`config.mk`:
```
export PLATFORM = sky130hd
export DESIGN_NAME = char_lcd_nibble_sequencer
export DESIGN_NICKNAME = d
export VERILOG_FILES = /design/src/rtl/core/lcdns_pkg.sv /design/src/rtl/core/lcdns_front.sv /design/src/rtl/core/lcdns_queue.sv /design/src/rtl/core/lcdns_back.sv /design/src/rtl/core/char_lcd_nibble_sequencer.sv
export SDC_FILE = /design/constraint.sdc
export NUM_CORES = 1
export LEC_CHECK = 0
export BUFFER_PORTS_ARGS = -buffer_cell sky130_fd_sc_hd__buf_2
export CAP_MARGIN = 20
export CORE_MARGIN = 2
export CORE_UTILIZATION = 34
export CTS_BUF_LIST = sky130_fd_sc_hd__clkbuf_8
export DETAILED_ROUTE_END_ITERATION = 10
export PLACE_DENSITY = 0.63
export SLEW_MARGIN = 20
export SYNTH_ARGS = -nofsm -noshare
export SYNTH_HDL_FRONTEND = slang
export SYNTH_HIERARCHICAL = 1
export SYNTH_SLANG_ARGS = --single-unit
```
`constraint.sdc`:
```
create_clock -name i_clk -period 4.05 [get_ports i_clk]
set_input_delay 0.2025 -clock i_clk [delete_from_list [all_inputs] [get_ports i_clk]]
set_output_delay 0.2025 -clock i_clk [all_outputs]
set_load 0.005 [all_outputs]
```
`src/rtl/core/lcdns_pkg.sv`:
```
`default_nettype none
// ----------------------------------------------------------------------------
// lcdns_pkg
// Types, constants and the power-up table shared by the character LCD
// nibble sequencer front end, job queue and back end.
// ----------------------------------------------------------------------------
package lcdns_pkg;

    // Request codes on the action field
    typedef enum logic [1:0] {
        ACT_INIT   = 2'd0,
        ACT_CMD    = 2'd1,
        ACT_DATA   = 2'd2,
        ACT_CURSOR = 2'd3
    } t_action;

    // Kind of job handed from the front end to the back end
    typedef enum logic [1:0] {
        JOB_ERROR = 2'd0,
        JOB_INIT  = 2'd1,
        JOB_BYTE  = 2'd2
    } t_job_kind;

    // One classified transaction; for init, byte_val holds the function-set byte
    typedef struct packed {
        t_job_kind  kind;
        logic       rs;
        logic [7:0] byte_val;
        logic       long_wait;
    } t_job;

    // One nibble write or error report
    typedef struct packed {
        logic        drive_valid;
        logic        reg_select;
        logic [3:0]  nibble;
        logic [15:0] settle_before_us;
        logic [12:0] wait_after_us;
        logic        status;
        logic        last;
    } t_result;

    // One row of the power-up table
    typedef struct packed {
        logic [3:0]  nibble;
        logic [15:0] settle_us;
        logic [12:0] wait_us;
    } t_init_entry;

    // Register map (decoded on paddr[2])
    localparam logic REG_ROWS = 1'b0;
    localparam logic REG_COLS = 1'b1;

    localparam logic [2:0] ROWS_RESET = 3'd2;
    localparam logic [5:0] COLS_RESET = 6'd16;
    localparam logic [2:0] KNOWN_ROWS = 3'd4;

    localparam logic [7:0] CMD_CLEAR     = 8'h01;
    localparam logic [7:0] CMD_HOME      = 8'h02;
    localparam logic [7:0] CMD_SET_DDRAM = 8'h80;
    localparam logic [7:0] FS_ONE_LINE   = 8'h20;
    localparam logic [7:0] FS_TWO_LINE   = 8'h28;

    // Start address of each row; element 0 is row 0
    localparam logic [3:0][7:0] ROW_BASE = {8'h54, 8'h14, 8'h40, 8'h00};

    localparam logic [12:0] CMD_WAIT_US   = 13'd40;
    localparam logic [12:0] CLEAR_WAIT_US = 13'd2040;
    localparam logic [15:0] NO_SETTLE_US  = 16'd0;

    localparam logic [3:0] INIT_FS_LOW_STEP = 4'd5;
    localparam logic [3:0] INIT_LAST_STEP   = 4'd11;

    // Power-up sequence; the function-set low nibble is patched in by the back end
    function automatic t_init_entry init_entry(input logic [3:0] step);
        t_init_entry e;
        e.settle_us = NO_SETTLE_US;
        e.wait_us   = CMD_WAIT_US;
        unique case (step)
            4'd0: begin
                e.nibble    = 4'h3;
                e.settle_us = 16'd50000;
                e.wait_us   = 13'd5040;
            end
            4'd1: begin
                e.nibble  = 4'h3;
                e.wait_us = 13'd190;
            end
            4'd2: begin
                e.nibble  = 4'h3;
                e.wait_us = 13'd80;
            end
            4'd3: begin
                e.nibble  = 4'h2;
                e.wait_us = 13'd80;
            end
            4'd4:  e.nibble = 4'h2;
            4'd5:  e.nibble = 4'h0;
            4'd6:  e.nibble = 4'h0;
            4'd7:  e.nibble = 4'hC;
            4'd8:  e.nibble = 4'h0;
            4'd9: begin
                e.nibble  = 4'h1;
                e.wait_us = 13'd3040;
            end
            4'd10: e.nibble = 4'h0;
            4'd11: e.nibble = 4'h6;
            default: e.nibble = 4'h0;
        endcase
        return e;
    endfunction

endpackage
`default_nettype wire

```
`src/rtl/core/lcdns_front.sv`:
```
`default_nettype none
// ----------------------------------------------------------------------------
// lcdns_front
// Holds the configuration registers behind the APB-style port and turns each
// accepted request into a job: error, power-up sequence or one byte write.
// ----------------------------------------------------------------------------
module lcdns_front
    import lcdns_pkg::*;
(
    input  wire logic        i_clk,
    input  wire logic        i_rst_n,
    input  wire logic        psel,
    input  wire logic        penable,
    input  wire logic        pwrite,
    input  wire logic [2:0]  paddr,
    input  wire logic [31:0] pwdata,
    output logic      [31:0] prdata,
    input  wire logic [1:0]  i_action,
    input  wire logic [7:0]  i_byte_value,
    input  wire logic [5:0]  i_cursor_col,
    input  wire logic [2:0]  i_cursor_row,
    output t_job             o_job
);

    logic [2:0] r_rows;
    logic [5:0] r_cols;
    logic       cfg_write;
    logic [7:0] cursor_sum;

    // Write configuration on the access phase
    assign cfg_write = psel && penable && pwrite;

    always_ff @(posedge i_clk) begin
        if (!i_rst_n) begin
            r_rows <= ROWS_RESET;
            r_cols <= COLS_RESET;
        end else if (cfg_write) begin
            if (paddr[2] == REG_ROWS) begin
                r_rows <= pwdata[2:0];
            end else begin
                r_cols <= pwdata[5:0];
            end
        end
    end

    // Read back the addressed register
    always_comb begin
        if (paddr[2] == REG_ROWS) begin
            prdata = {29'd0, r_rows};
        end else begin
            prdata = {26'd0, r_cols};
        end
    end

    // DDRAM address for set cursor, wrapped to eight bits
    assign cursor_sum = ROW_BASE[i_cursor_row[1:0]] + {2'd0, i_cursor_col};

    // Classify the request
    always_comb begin
        o_job.kind      = JOB_BYTE;
        o_job.rs        = 1'b0;
        o_job.byte_val  = i_byte_value;
        o_job.long_wait = 1'b0;
        unique case (t_action'(i_action))
            ACT_INIT: begin
                if (r_rows == 3'd0 || r_cols == 6'd0) begin
                    o_job.kind = JOB_ERROR;
                end else begin
                    o_job.kind = JOB_INIT;
                end
                o_job.byte_val = (r_rows > 3'd1) ? FS_TWO_LINE : FS_ONE_LINE;
            end
            ACT_CMD: begin
                o_job.long_wait = (i_byte_value == CMD_CLEAR) ||
                                  (i_byte_value == CMD_HOME);
            end
            ACT_DATA: begin
                o_job.rs = 1'b1;
            end
            ACT_CURSOR: begin
                if (i_cursor_row >= r_rows || i_cursor_col >= r_cols ||
                    i_cursor_row >= KNOWN_ROWS) begin
                    o_job.kind = JOB_ERROR;
                end
                o_job.byte_val = CMD_SET_DDRAM | cursor_sum;
            end
            default: o_job.kind = JOB_ERROR;
        endcase
    end

endmodule
`default_nettype wire

```
`src/rtl/core/lcdns_queue.sv`:
```
`default_nettype none
// ----------------------------------------------------------------------------
// lcdns_queue
// Short first-in first-out queue of jobs between the front end and the
// nibble sequencer; the head entry is presented combinationally, with no read step.
// ----------------------------------------------------------------------------
module lcdns_queue
    import lcdns_pkg::*;
#(
    parameter int DEPTH = 2
) (
    input  wire logic i_clk,
    input  wire logic i_rst_n,
    input  wire logic i_push,
    input  t_job      i_job,
    input  wire logic i_pop,
    output t_job      o_head,
    output logic      o_empty,
    output logic      o_full
);

    localparam int PTR_W = (DEPTH > 1) ? $clog2(DEPTH) : 1;
    localparam int CNT_W = $clog2(DEPTH + 1);
    localparam logic [PTR_W-1:0] LAST_PTR = PTR_W'(DEPTH - 1);
    localparam logic [CNT_W-1:0] FULL_CNT = CNT_W'(DEPTH);

    t_job             r_mem [DEPTH];
    logic [PTR_W-1:0] r_wr_ptr;
    logic [PTR_W-1:0] r_rd_ptr;
    logic [CNT_W-1:0] r_count;
    logic             do_push;
    logic             do_pop;

    assign o_empty = (r_count == '0);
    assign o_full  = (r_count == FULL_CNT);
    assign do_push = i_push && !o_full;
    assign do_pop  = i_pop && !o_empty;
    assign o_head  = r_mem[r_rd_ptr];

    // Store the incoming job
    always_ff @(posedge i_clk) begin
        if (do_push) begin
            r_mem[r_wr_ptr] <= i_job;
        end
    end

    // Advance pointers and occupancy
    always_ff @(posedge i_clk) begin
        if (!i_rst_n) begin
            r_wr_ptr <= '0;
            r_rd_ptr <= '0;
            r_count  <= '0;
        end else begin
            if (do_push) begin
                r_wr_ptr <= (r_wr_ptr == LAST_PTR) ? '0 : r_wr_ptr + PTR_W'(1);
            end
            if (do_pop) begin
                r_rd_ptr <= (r_rd_ptr == LAST_PTR) ? '0 : r_rd_ptr + PTR_W'(1);
            end
            if (do_push && !do_pop) begin
                r_count <= r_count + CNT_W'(1);
            end else if (do_pop && !do_push) begin
                r_count <= r_count - CNT_W'(1);
            end
        end
    end

endmodule
`default_nettype wire

```
`src/rtl/core/lcdns_back.sv`:
```
`default_nettype none
// ----------------------------------------------------------------------------
// lcdns_back
// Nibble sequencer: while the queue holds a job, walks the head job one
// result (nibble write or error report) per clock and registers each result
// with its strobe; drops the job after its last result.
module lcdns_back
    import lcdns_pkg::*;
(
    input  wire logic i_clk,
    input  wire logic i_rst_n,
    input  t_job      i_head,
    input  wire logic i_empty,
    output logic      o_pop,
    output logic      o_strobe,
    output t_result   o_result
);

    logic [3:0]  r_step;
    logic        r_strobe;
    t_result     r_result;
    t_result     cur;
    t_init_entry entry;
    logic        done;

    // Build the result for the current step of the head job
    always_comb begin
        entry                = init_entry(r_step);
        cur.drive_valid      = 1'b1;
        cur.reg_select       = i_head.rs;
        cur.nibble           = 4'h0;
        cur.settle_before_us = NO_SETTLE_US;
        cur.wait_after_us    = CMD_WAIT_US;
        cur.status           = 1'b0;
        done                 = 1'b0;
        unique case (i_head.kind)
            JOB_ERROR: begin
                cur.drive_valid   = 1'b0;
                cur.reg_select    = 1'b0;
                cur.wait_after_us = 13'd0;
                cur.status        = 1'b1;
                done              = 1'b1;
            end
            JOB_INIT: begin
                cur.reg_select       = 1'b0;
                cur.nibble           = (r_step == INIT_FS_LOW_STEP) ?
                                       i_head.byte_val[3:0] : entry.nibble;
                cur.settle_before_us = entry.settle_us;
                cur.wait_after_us    = entry.wait_us;
                done                 = (r_step == INIT_LAST_STEP);
            end
            JOB_BYTE: begin
                cur.nibble = r_step[0] ? i_head.byte_val[3:0] : i_head.byte_val[7:4];
                if (r_step[0] && i_head.long_wait) begin
                    cur.wait_after_us = CLEAR_WAIT_US;
                end
                done = r_step[0];
            end
            default: begin
                cur.drive_valid   = 1'b0;
                cur.reg_select    = 1'b0;
                cur.wait_after_us = 13'd0;
                cur.status        = 1'b1;
                done              = 1'b1;
            end
        endcase
        cur.last = done;
    end

    assign o_pop = !i_empty && done;

    // Advance the step counter and hold the strobe
    always_ff @(posedge i_clk) begin
        if (!i_rst_n) begin
            r_step   <= 4'd0;
            r_strobe <= 1'b0;
        end else begin
            r_strobe <= !i_empty;
            if (!i_empty) begin
                r_step <= done ? 4'd0 : r_step + 4'd1;
            end
        end
    end

    // Register the payload
    always_ff @(posedge i_clk) begin
        if (!i_empty) begin
            r_result <= cur;
        end
    end

    assign o_strobe = r_strobe;
    assign o_result = r_result;

endmodule
`default_nettype wire

```
`src/rtl/core/char_lcd_nibble_sequencer.sv`:
```
`default_nettype none
// ----------------------------------------------------------------------------
// char_lcd_nibble_sequencer
// Turns character LCD requests into nibble writes with RS level and waits.
// ----------------------------------------------------------------------------
// A request is taken on start while busy is low and is queued; the sequencer
// then puts out one result per clock, each marked by o_strobe for a single
// cycle, so the receiver must take every result as it comes. A command, data
// or set-cursor request gives two results, the power-up request twelve and a
// rejected request one error result. With an idle sequencer an accepted job
// passes through its queue entry and then the result register before its
// first result reaches the ports. busy rises only while the job queue is full,
// so byte requests can be issued back to back while busy is low; each byte
// gives two results from the one-nibble-per-clock sequencer.
module char_lcd_nibble_sequencer
    import lcdns_pkg::*;
#(
    parameter int QUEUE_DEPTH = 2
) (
    input  wire logic        i_clk,
    input  wire logic        i_rst_n,
    input  wire logic        psel,
    input  wire logic        penable,
    input  wire logic        pwrite,
    input  wire logic [2:0]  paddr,
    input  wire logic [31:0] pwdata,
    output logic      [31:0] prdata,
    output logic             pready,
    input  wire logic        start,
    output logic             busy,
    input  wire logic [1:0]  i_action,
    input  wire logic [7:0]  i_byte_value,
    input  wire logic [5:0]  i_cursor_col,
    input  wire logic [2:0]  i_cursor_row,
    output logic             o_strobe,
    output logic             o_drive_valid,
    output logic             o_reg_select,
    output logic      [3:0]  o_nibble,
    output logic      [15:0] o_settle_before_us,
    output logic      [12:0] o_wait_after_us,
    output logic             o_status,
    output logic             o_last
);

    t_job    new_job;
    t_job    head_job;
    logic    q_empty;
    logic    q_full;
    logic    q_pop;
    t_result result;

    assign pready = 1'b1;
    assign busy   = q_full;

    // Classify requests and hold configuration
    lcdns_front u_front (
        .i_clk        (i_clk),
        .i_rst_n      (i_rst_n),
        .psel         (psel),
        .penable      (penable),
        .pwrite       (pwrite),
        .paddr        (paddr),
        .pwdata       (pwdata),
        .prdata       (prdata),
        .i_action     (i_action),
        .i_byte_value (i_byte_value),
        .i_cursor_col (i_cursor_col),
        .i_cursor_row (i_cursor_row),
        .o_job        (new_job)
    );

    // Buffer jobs between the two sides
    lcdns_queue #(
        .DEPTH (QUEUE_DEPTH)
    ) u_queue (
        .i_clk   (i_clk),
        .i_rst_n (i_rst_n),
        .i_push  (start),
        .i_job   (new_job),
        .i_pop   (q_pop),
        .o_head  (head_job),
        .o_empty (q_empty),
        .o_full  (q_full)
    );

    // Sequence nibble writes
    lcdns_back u_back (
        .i_clk    (i_clk),
        .i_rst_n  (i_rst_n),
        .i_head   (head_job),
        .i_empty  (q_empty),
        .o_pop    (q_pop),
        .o_strobe (o_strobe),
        .o_result (result)
    );

    assign o_drive_valid      = result.drive_valid;
    assign o_reg_select       = result.reg_select;
    assign o_nibble           = result.nibble;
    assign o_settle_before_us = result.settle_before_us;
    assign o_wait_after_us    = result.wait_after_us;
    assign o_status           = result.status;
    assign o_last             = result.last;

endmodule
`default_nettype wire
```
# Yosys cells after proc, flatten, opt, wreduce, memory -nomap -nowiden
# Memory sizes are Yosys's and may differ from the RTL's. A register that Yosys moved wholly into a read port is not among the register bits.
# Index checks and enable logic that the tools add are counted.
[totals]
ff_bits = 55
latchBits = 0
ram_bits = 24
rom_bits = 0
in_bits = 60
output_inout_bits = 72
elab_cells = 101
n_memories = 1
[mem_list]
columns = ["name", "words", "word_bits", "read_ports", "rd_clocked_by_memory_dff", "write_ports", "line_no", "rtl"]
rows = [
  ["u_queue.r_mem", 2, 12, 1, 1, 1, "lcdns_queue.sv:27", "t_job r_mem [DEPTH];"],
]
[op_classes]
n_addsub = 6
n_mul = 0
n_div = 0
n_lt_le_gt_ge = 5
n_eq_ne = 16
n_shift = 0
muxes = 30
bitwise = 1
n_reduce_logical = 28
[op_table]
columns = ["op", "n"]
rows = [
  ["$pmux W13 S4", 1],
  ["$pmux W13 S2", 1],
  ["$pmux W4 S5", 1],
  ["$bmux W8 S2", 1],
  ["$mux W16", 1],
  ["$mux W4", 4],
  ["$pmux W8 S2", 1],
  ["$eq A4 B3 Y1 const B", 3],
  ["$mux W1", 11],
  ["$mux W11", 1],
  ["$eq A2 B2 Y1 const B", 4],
  ["$eq A4 B2 Y1 const B", 2],
  ["$eq A4 B4 Y1 const B", 2],
  ["$eq A8 B1 Y1 const B", 1],
  ["$eq A8 B2 Y1 const B", 1],
  ["$logic_and A1 B1 Y1", 8],
  ["$pmux W4 S2", 1],
  ["$add A7 B6 Y7", 1],
  ["$mux W7", 1],
  ["$ge A6 B6 Y1", 1],
  ["$logic_not A6 Y1", 1],
  ["$mux W2", 3],
  ["$mux W6", 1],
  ["$reduce_or A2 Y1", 3],
  ["21 further kinds", 31],
]

# Longest topological paths before layout
[logic_depth]
depth_word = 7
depth_mapped = 12
mapped_depth_nobuf = 11

# Modules after synthesis
# The synthesis kept the hierarchy.
[modules_own_cells]
columns = ["mod", "instances", "cells_each", "area_each_um2", "seq_area_each_um2"]
rows = [
  ["lcdns_back", 1, 135, 1395.1, 670.6],
  ["lcdns_front", 1, 142, 1152.4, 180.2],
  ["lcdns_queue", 1, 62, 1094.8, 820.8],
  ["char_lcd_nibble_sequencer", 1, 2, 11.3, 0.0],
]

# Worst setup path after synthesis
# No wires, ideal clock.
[synth_timing]
path_kind = "flip-flop to flip-flop"
from = "register (tool-made name)"
to = "register u_queue.r_count[1]"
setup_ps = 70
arrival_time_ps = 2497
required_time_ps = 3980
slack_ps = 1483
path_stages_with_launch = 12
cell_sequence = "dfxtp_1 > buf_2 > mux2_2 > inv_1 > ha_1 > a31o_1 > a21oi_2 > nor2_1 > o21ai_1 > ha_1 > or3_1 > a21boi_1"
[synth_rtl]
columns = ["element", "line_no", "rtl"]
rows = [
  ["to (signal assigned)", "lcdns_queue.sv:61", "r_count <= r_count + CNT_W'(1);"],
  ["to (signal assigned)", "lcdns_queue.sv:63", "r_count <= r_count - CNT_W'(1);"],
  ["to (decl)", "lcdns_queue.sv:30", "logic [CNT_W-1:0] r_count;"],
]

==> out/metrics.cfg <==
[route]
dr.pass1.iters = 5
via_per_inst = 4.53
routed_wl_mm = 6.80
antenna_left = 0
drcViolationCount = 0
first_iter_violations = 76
wl_per_cell_um = 12.6
vias = 2439

[grt]
grt_pass1_wl_mm = 10.9
grt_pass1_vias = 2324
antenna_found_initial = 0
overflow = 0
grt_max_degree = 22
grt_usage_pct = 12.4

[die]
num_rows = 37
design.core.area_um2 = 10400
initial_utilization_pct = 35.2
die_w_um = 108
die_h_um = 108
num_io_pins = 132
dieArea_um2 = 11600

[sta]
slew-limit-headroom_pct = 33.1
timing.final.setup_violations = 0
rsz0062_at_grt = false
setup_tns_ns = 0
fin_crit_ns = 2.94
finalCritPeriodShare_pct = 72.6
hold_viol = 0
worst_slew_pin_slew_ns = 0.998
skew_ns = 0.00611
clock.fmax_mhz = 340
slew_violations = 0

[worst_hold_path]
hold_path.class = input pin to flop
hold_start = pwdata[4]
whs_path_depth = 3
hold_end = u_front/r_cols[4]

[cts]
clkSlewWorstSetupHoldPaths_ns = 0.07
cts.repair.resized = 0
cts_tree = built
insertion_delay_ns = 0.33
post-cts-setup-buffers = 0
htree_levels = 3
numCtsBuffers = 9
root_buffer = clkbuf_8
clk_path_buf_depth = 2
cts_hold_buffers = 0
cts_sinks = 62

[yosys]
syn-instance-count = 341
synth_flop_cell = edfxtp_1
avgSynthCellArea_um2 = 10.7
synthesis.area_um2 = 3650
async_reset_ff_share_pct = 0
synth_edf_count = 43
synth.distinct_cells = 57
ys_warn_count = 6
ys_ff_latch = 62
synth-seq-area-share_pct = 45.8

[power]
switching_share_pct = 30.8
finalPower_uw = 2180
p_switching_uw = 672
p_seq_share_pct = 43.8
power_frac_clock_pct = 25.9
leakagePower_uw = 0.00184
ir_drop_mv = 0.270
power_density_nw_per_um2 = 531
comb_power_share_pct = 30.4
p_int_uw = 1510

[status]
status = finished, final reports clean

[critical_path]
reg2reg_depth = 9
r2r_end = u_queue/r_count[1]
critPathKind = flop to flop
start_kind = flop
critPathCaptureType = flop
timing.critical_path.arrival_ns = 3.21
cp.required_ns = 4.32
r2r_slack_ns = 1.11
critical_path_peak_fanout = 12

[cells_and_area]
syn2layout_area_growth_pct = 12.4
diodes = 0
layout-drive-gt1-share_pct = 25.3
n_fill_cell = 1028
nets = 482

[placement]
place.port_buffers = 65
hpwl_mm = 5.22
gp_congestion = 0.896

[run]
drv_cap = 0

-- cells in the final DEF (no fill, tap or decap), types with 7 or more instances in the layout --
cell,synthesis,routed
nor2b_1,12,12
mux2i_1,13,13
ha_1,23,23
clkbuf_8,0,9
and2_1,7,7
nor2_1,9,9
mux2_2,13,13
inv_1,22,24
nand2_1,25,25
xnor2_1,7,7
conb_1,3,38
a21oi_1,8,8
and3_1,7,7
edfxtp_1,43,43
buf_2,5,65
o21ai_0,15,15
dfxtp_1,19,19
-- stage by stage --
step	hold slack (ns)	area [µm²]	utilization (%)	setup slack [ns]	std cells
4_1_cts	0.0559	4110	39.6	1.09	539
3_5_place_dp	0.425	3900	37.6	1.12	524
3_3_place_gp	0.413	3900	37.6	1.16	524
6_report	0.0790	4110	39.6	1.11	539
5_1_grt	0.0634	4110	39.6	0.888	539
2_1_floorplan	0.264	3780	-	1.48	376
-- worst max path at each step --
stage / endpoint / slack (ns) / cells after the start
2_1_floorplan: u_queue/r_count[1] / 1.48 / 11
3_3_place_gp: u_queue/r_count[1] / 1.16 / 9
3_5_place_dp: u_queue/r_count[1] / 1.12 / 9
4_1_cts: u_queue/r_count[1] / 1.09 / 9
5_1_grt: u_queue/r_count[1] / 0.89 / 9
6_report: u_queue/r_count[1] / 1.11 / 9
-- critical path, stage by stage (launching register included) --
cell and delay (ns):
dfxtp_1 0.65, mux2_2 0.41, ha_1 0.36, a31o_1 0.23, a21oi_2 0.22, nor2_1 0.07
o21ai_1 0.14, ha_1 0.30, or3_1 0.35, a21boi_1 0.14
-- synthesized netlist by cell type, types with 3 or more instances --
master	n	share of area, %
and2_1	7	1.2
mux2_2	13	4.0
nand2_1	25	2.6
o21ai_0	15	2.1
buf_4	46	9.5
inv_2	3	0.31
o31ai_1	3	0.62
a21oi_1	8	1.1
and3_1	7	1.2
ha_1	23	7.9
nor2b_1	12	2.1
nor2_1	9	0.92
mux2i_1	13	3.6
edfxtp_1	43	35
buf_2	5	0.68
inv_1	22	2.3
conb_1	3	0.31
xnor2_1	7	1.7
or3_1	3	0.51
nor3_1	4	0.55
dfxtp_1	19	10
nand2b_1	6	1.0
-- registers in the layout, indices dropped and copies added (netlist names), named ones only --
name and cells:
u_queue/r_rd_ptr 1, u_front/r_rows 3, u_back/o_result 19, u_back/r_step 4
u_queue/r_mem 24, u_queue/r_count 2, u_back/o_strobe 1, u_front/r_cols 6
u_queue/r_wr_ptr 1
-- power by group through the flow --
stage | combinational, µW | clock (µW) | sequential, µW
5_1_grt | 748 | 616 | 974
4_1_cts | 672 | 584 | 956
6_report | 662 | 564 | 954
3_3_place_gp | 655 | 0 | 967
3_5_place_dp | 668 | 0 | 969
2_1_floorplan | 504 | 0 | 955
-- routing by layer --
layer  track usage (%)  wire [µm]  up-vias  part of all wire (%)
met1              14.7       3010     1105                    44
met3              5.15        530        8                   7.8
met4              5.04        106        0                   1.6
met5                 0          0        -                     0
li1                  -          -     1230                     -
met2              19.9       3150       96                    46
-- kinds of logic (layout without fill, tap and decap cells) --
logic type | Yosys count | after routing | share of synthesized area, %
AND/OR/NAND/NOR | 89 | 89 | 14.1
other | 3 | 38 | 0.308
buffers and inverters | 78 | 105 | 12.9
adder cells (fa/ha/maj) | 23 | 23 | 7.88
XOR/XNOR | 8 | 8 | 1.92
AO/OA/AOI/OAI | 52 | 52 | 9.52
multiplexers | 26 | 26 | 7.57
flip-flops | 62 | 62 | 45.8
-- layout make-up --
type / instances / area (µm²) / area share, %
timing repair buffer: 65 / 325 / 7.92
multi-input combinational: 236 / 1640 / 40.0
clock buffer: 9 / 124 / 3.02
sequential: 62 / 1670 / 40.7
inverter: 25 / 93.8 / 2.29
tap: 136 / 170 / 4.14
clock inverter: 6 / 80.1 / 1.95
No activity file was read; power rests on OpenSTA's default activity.
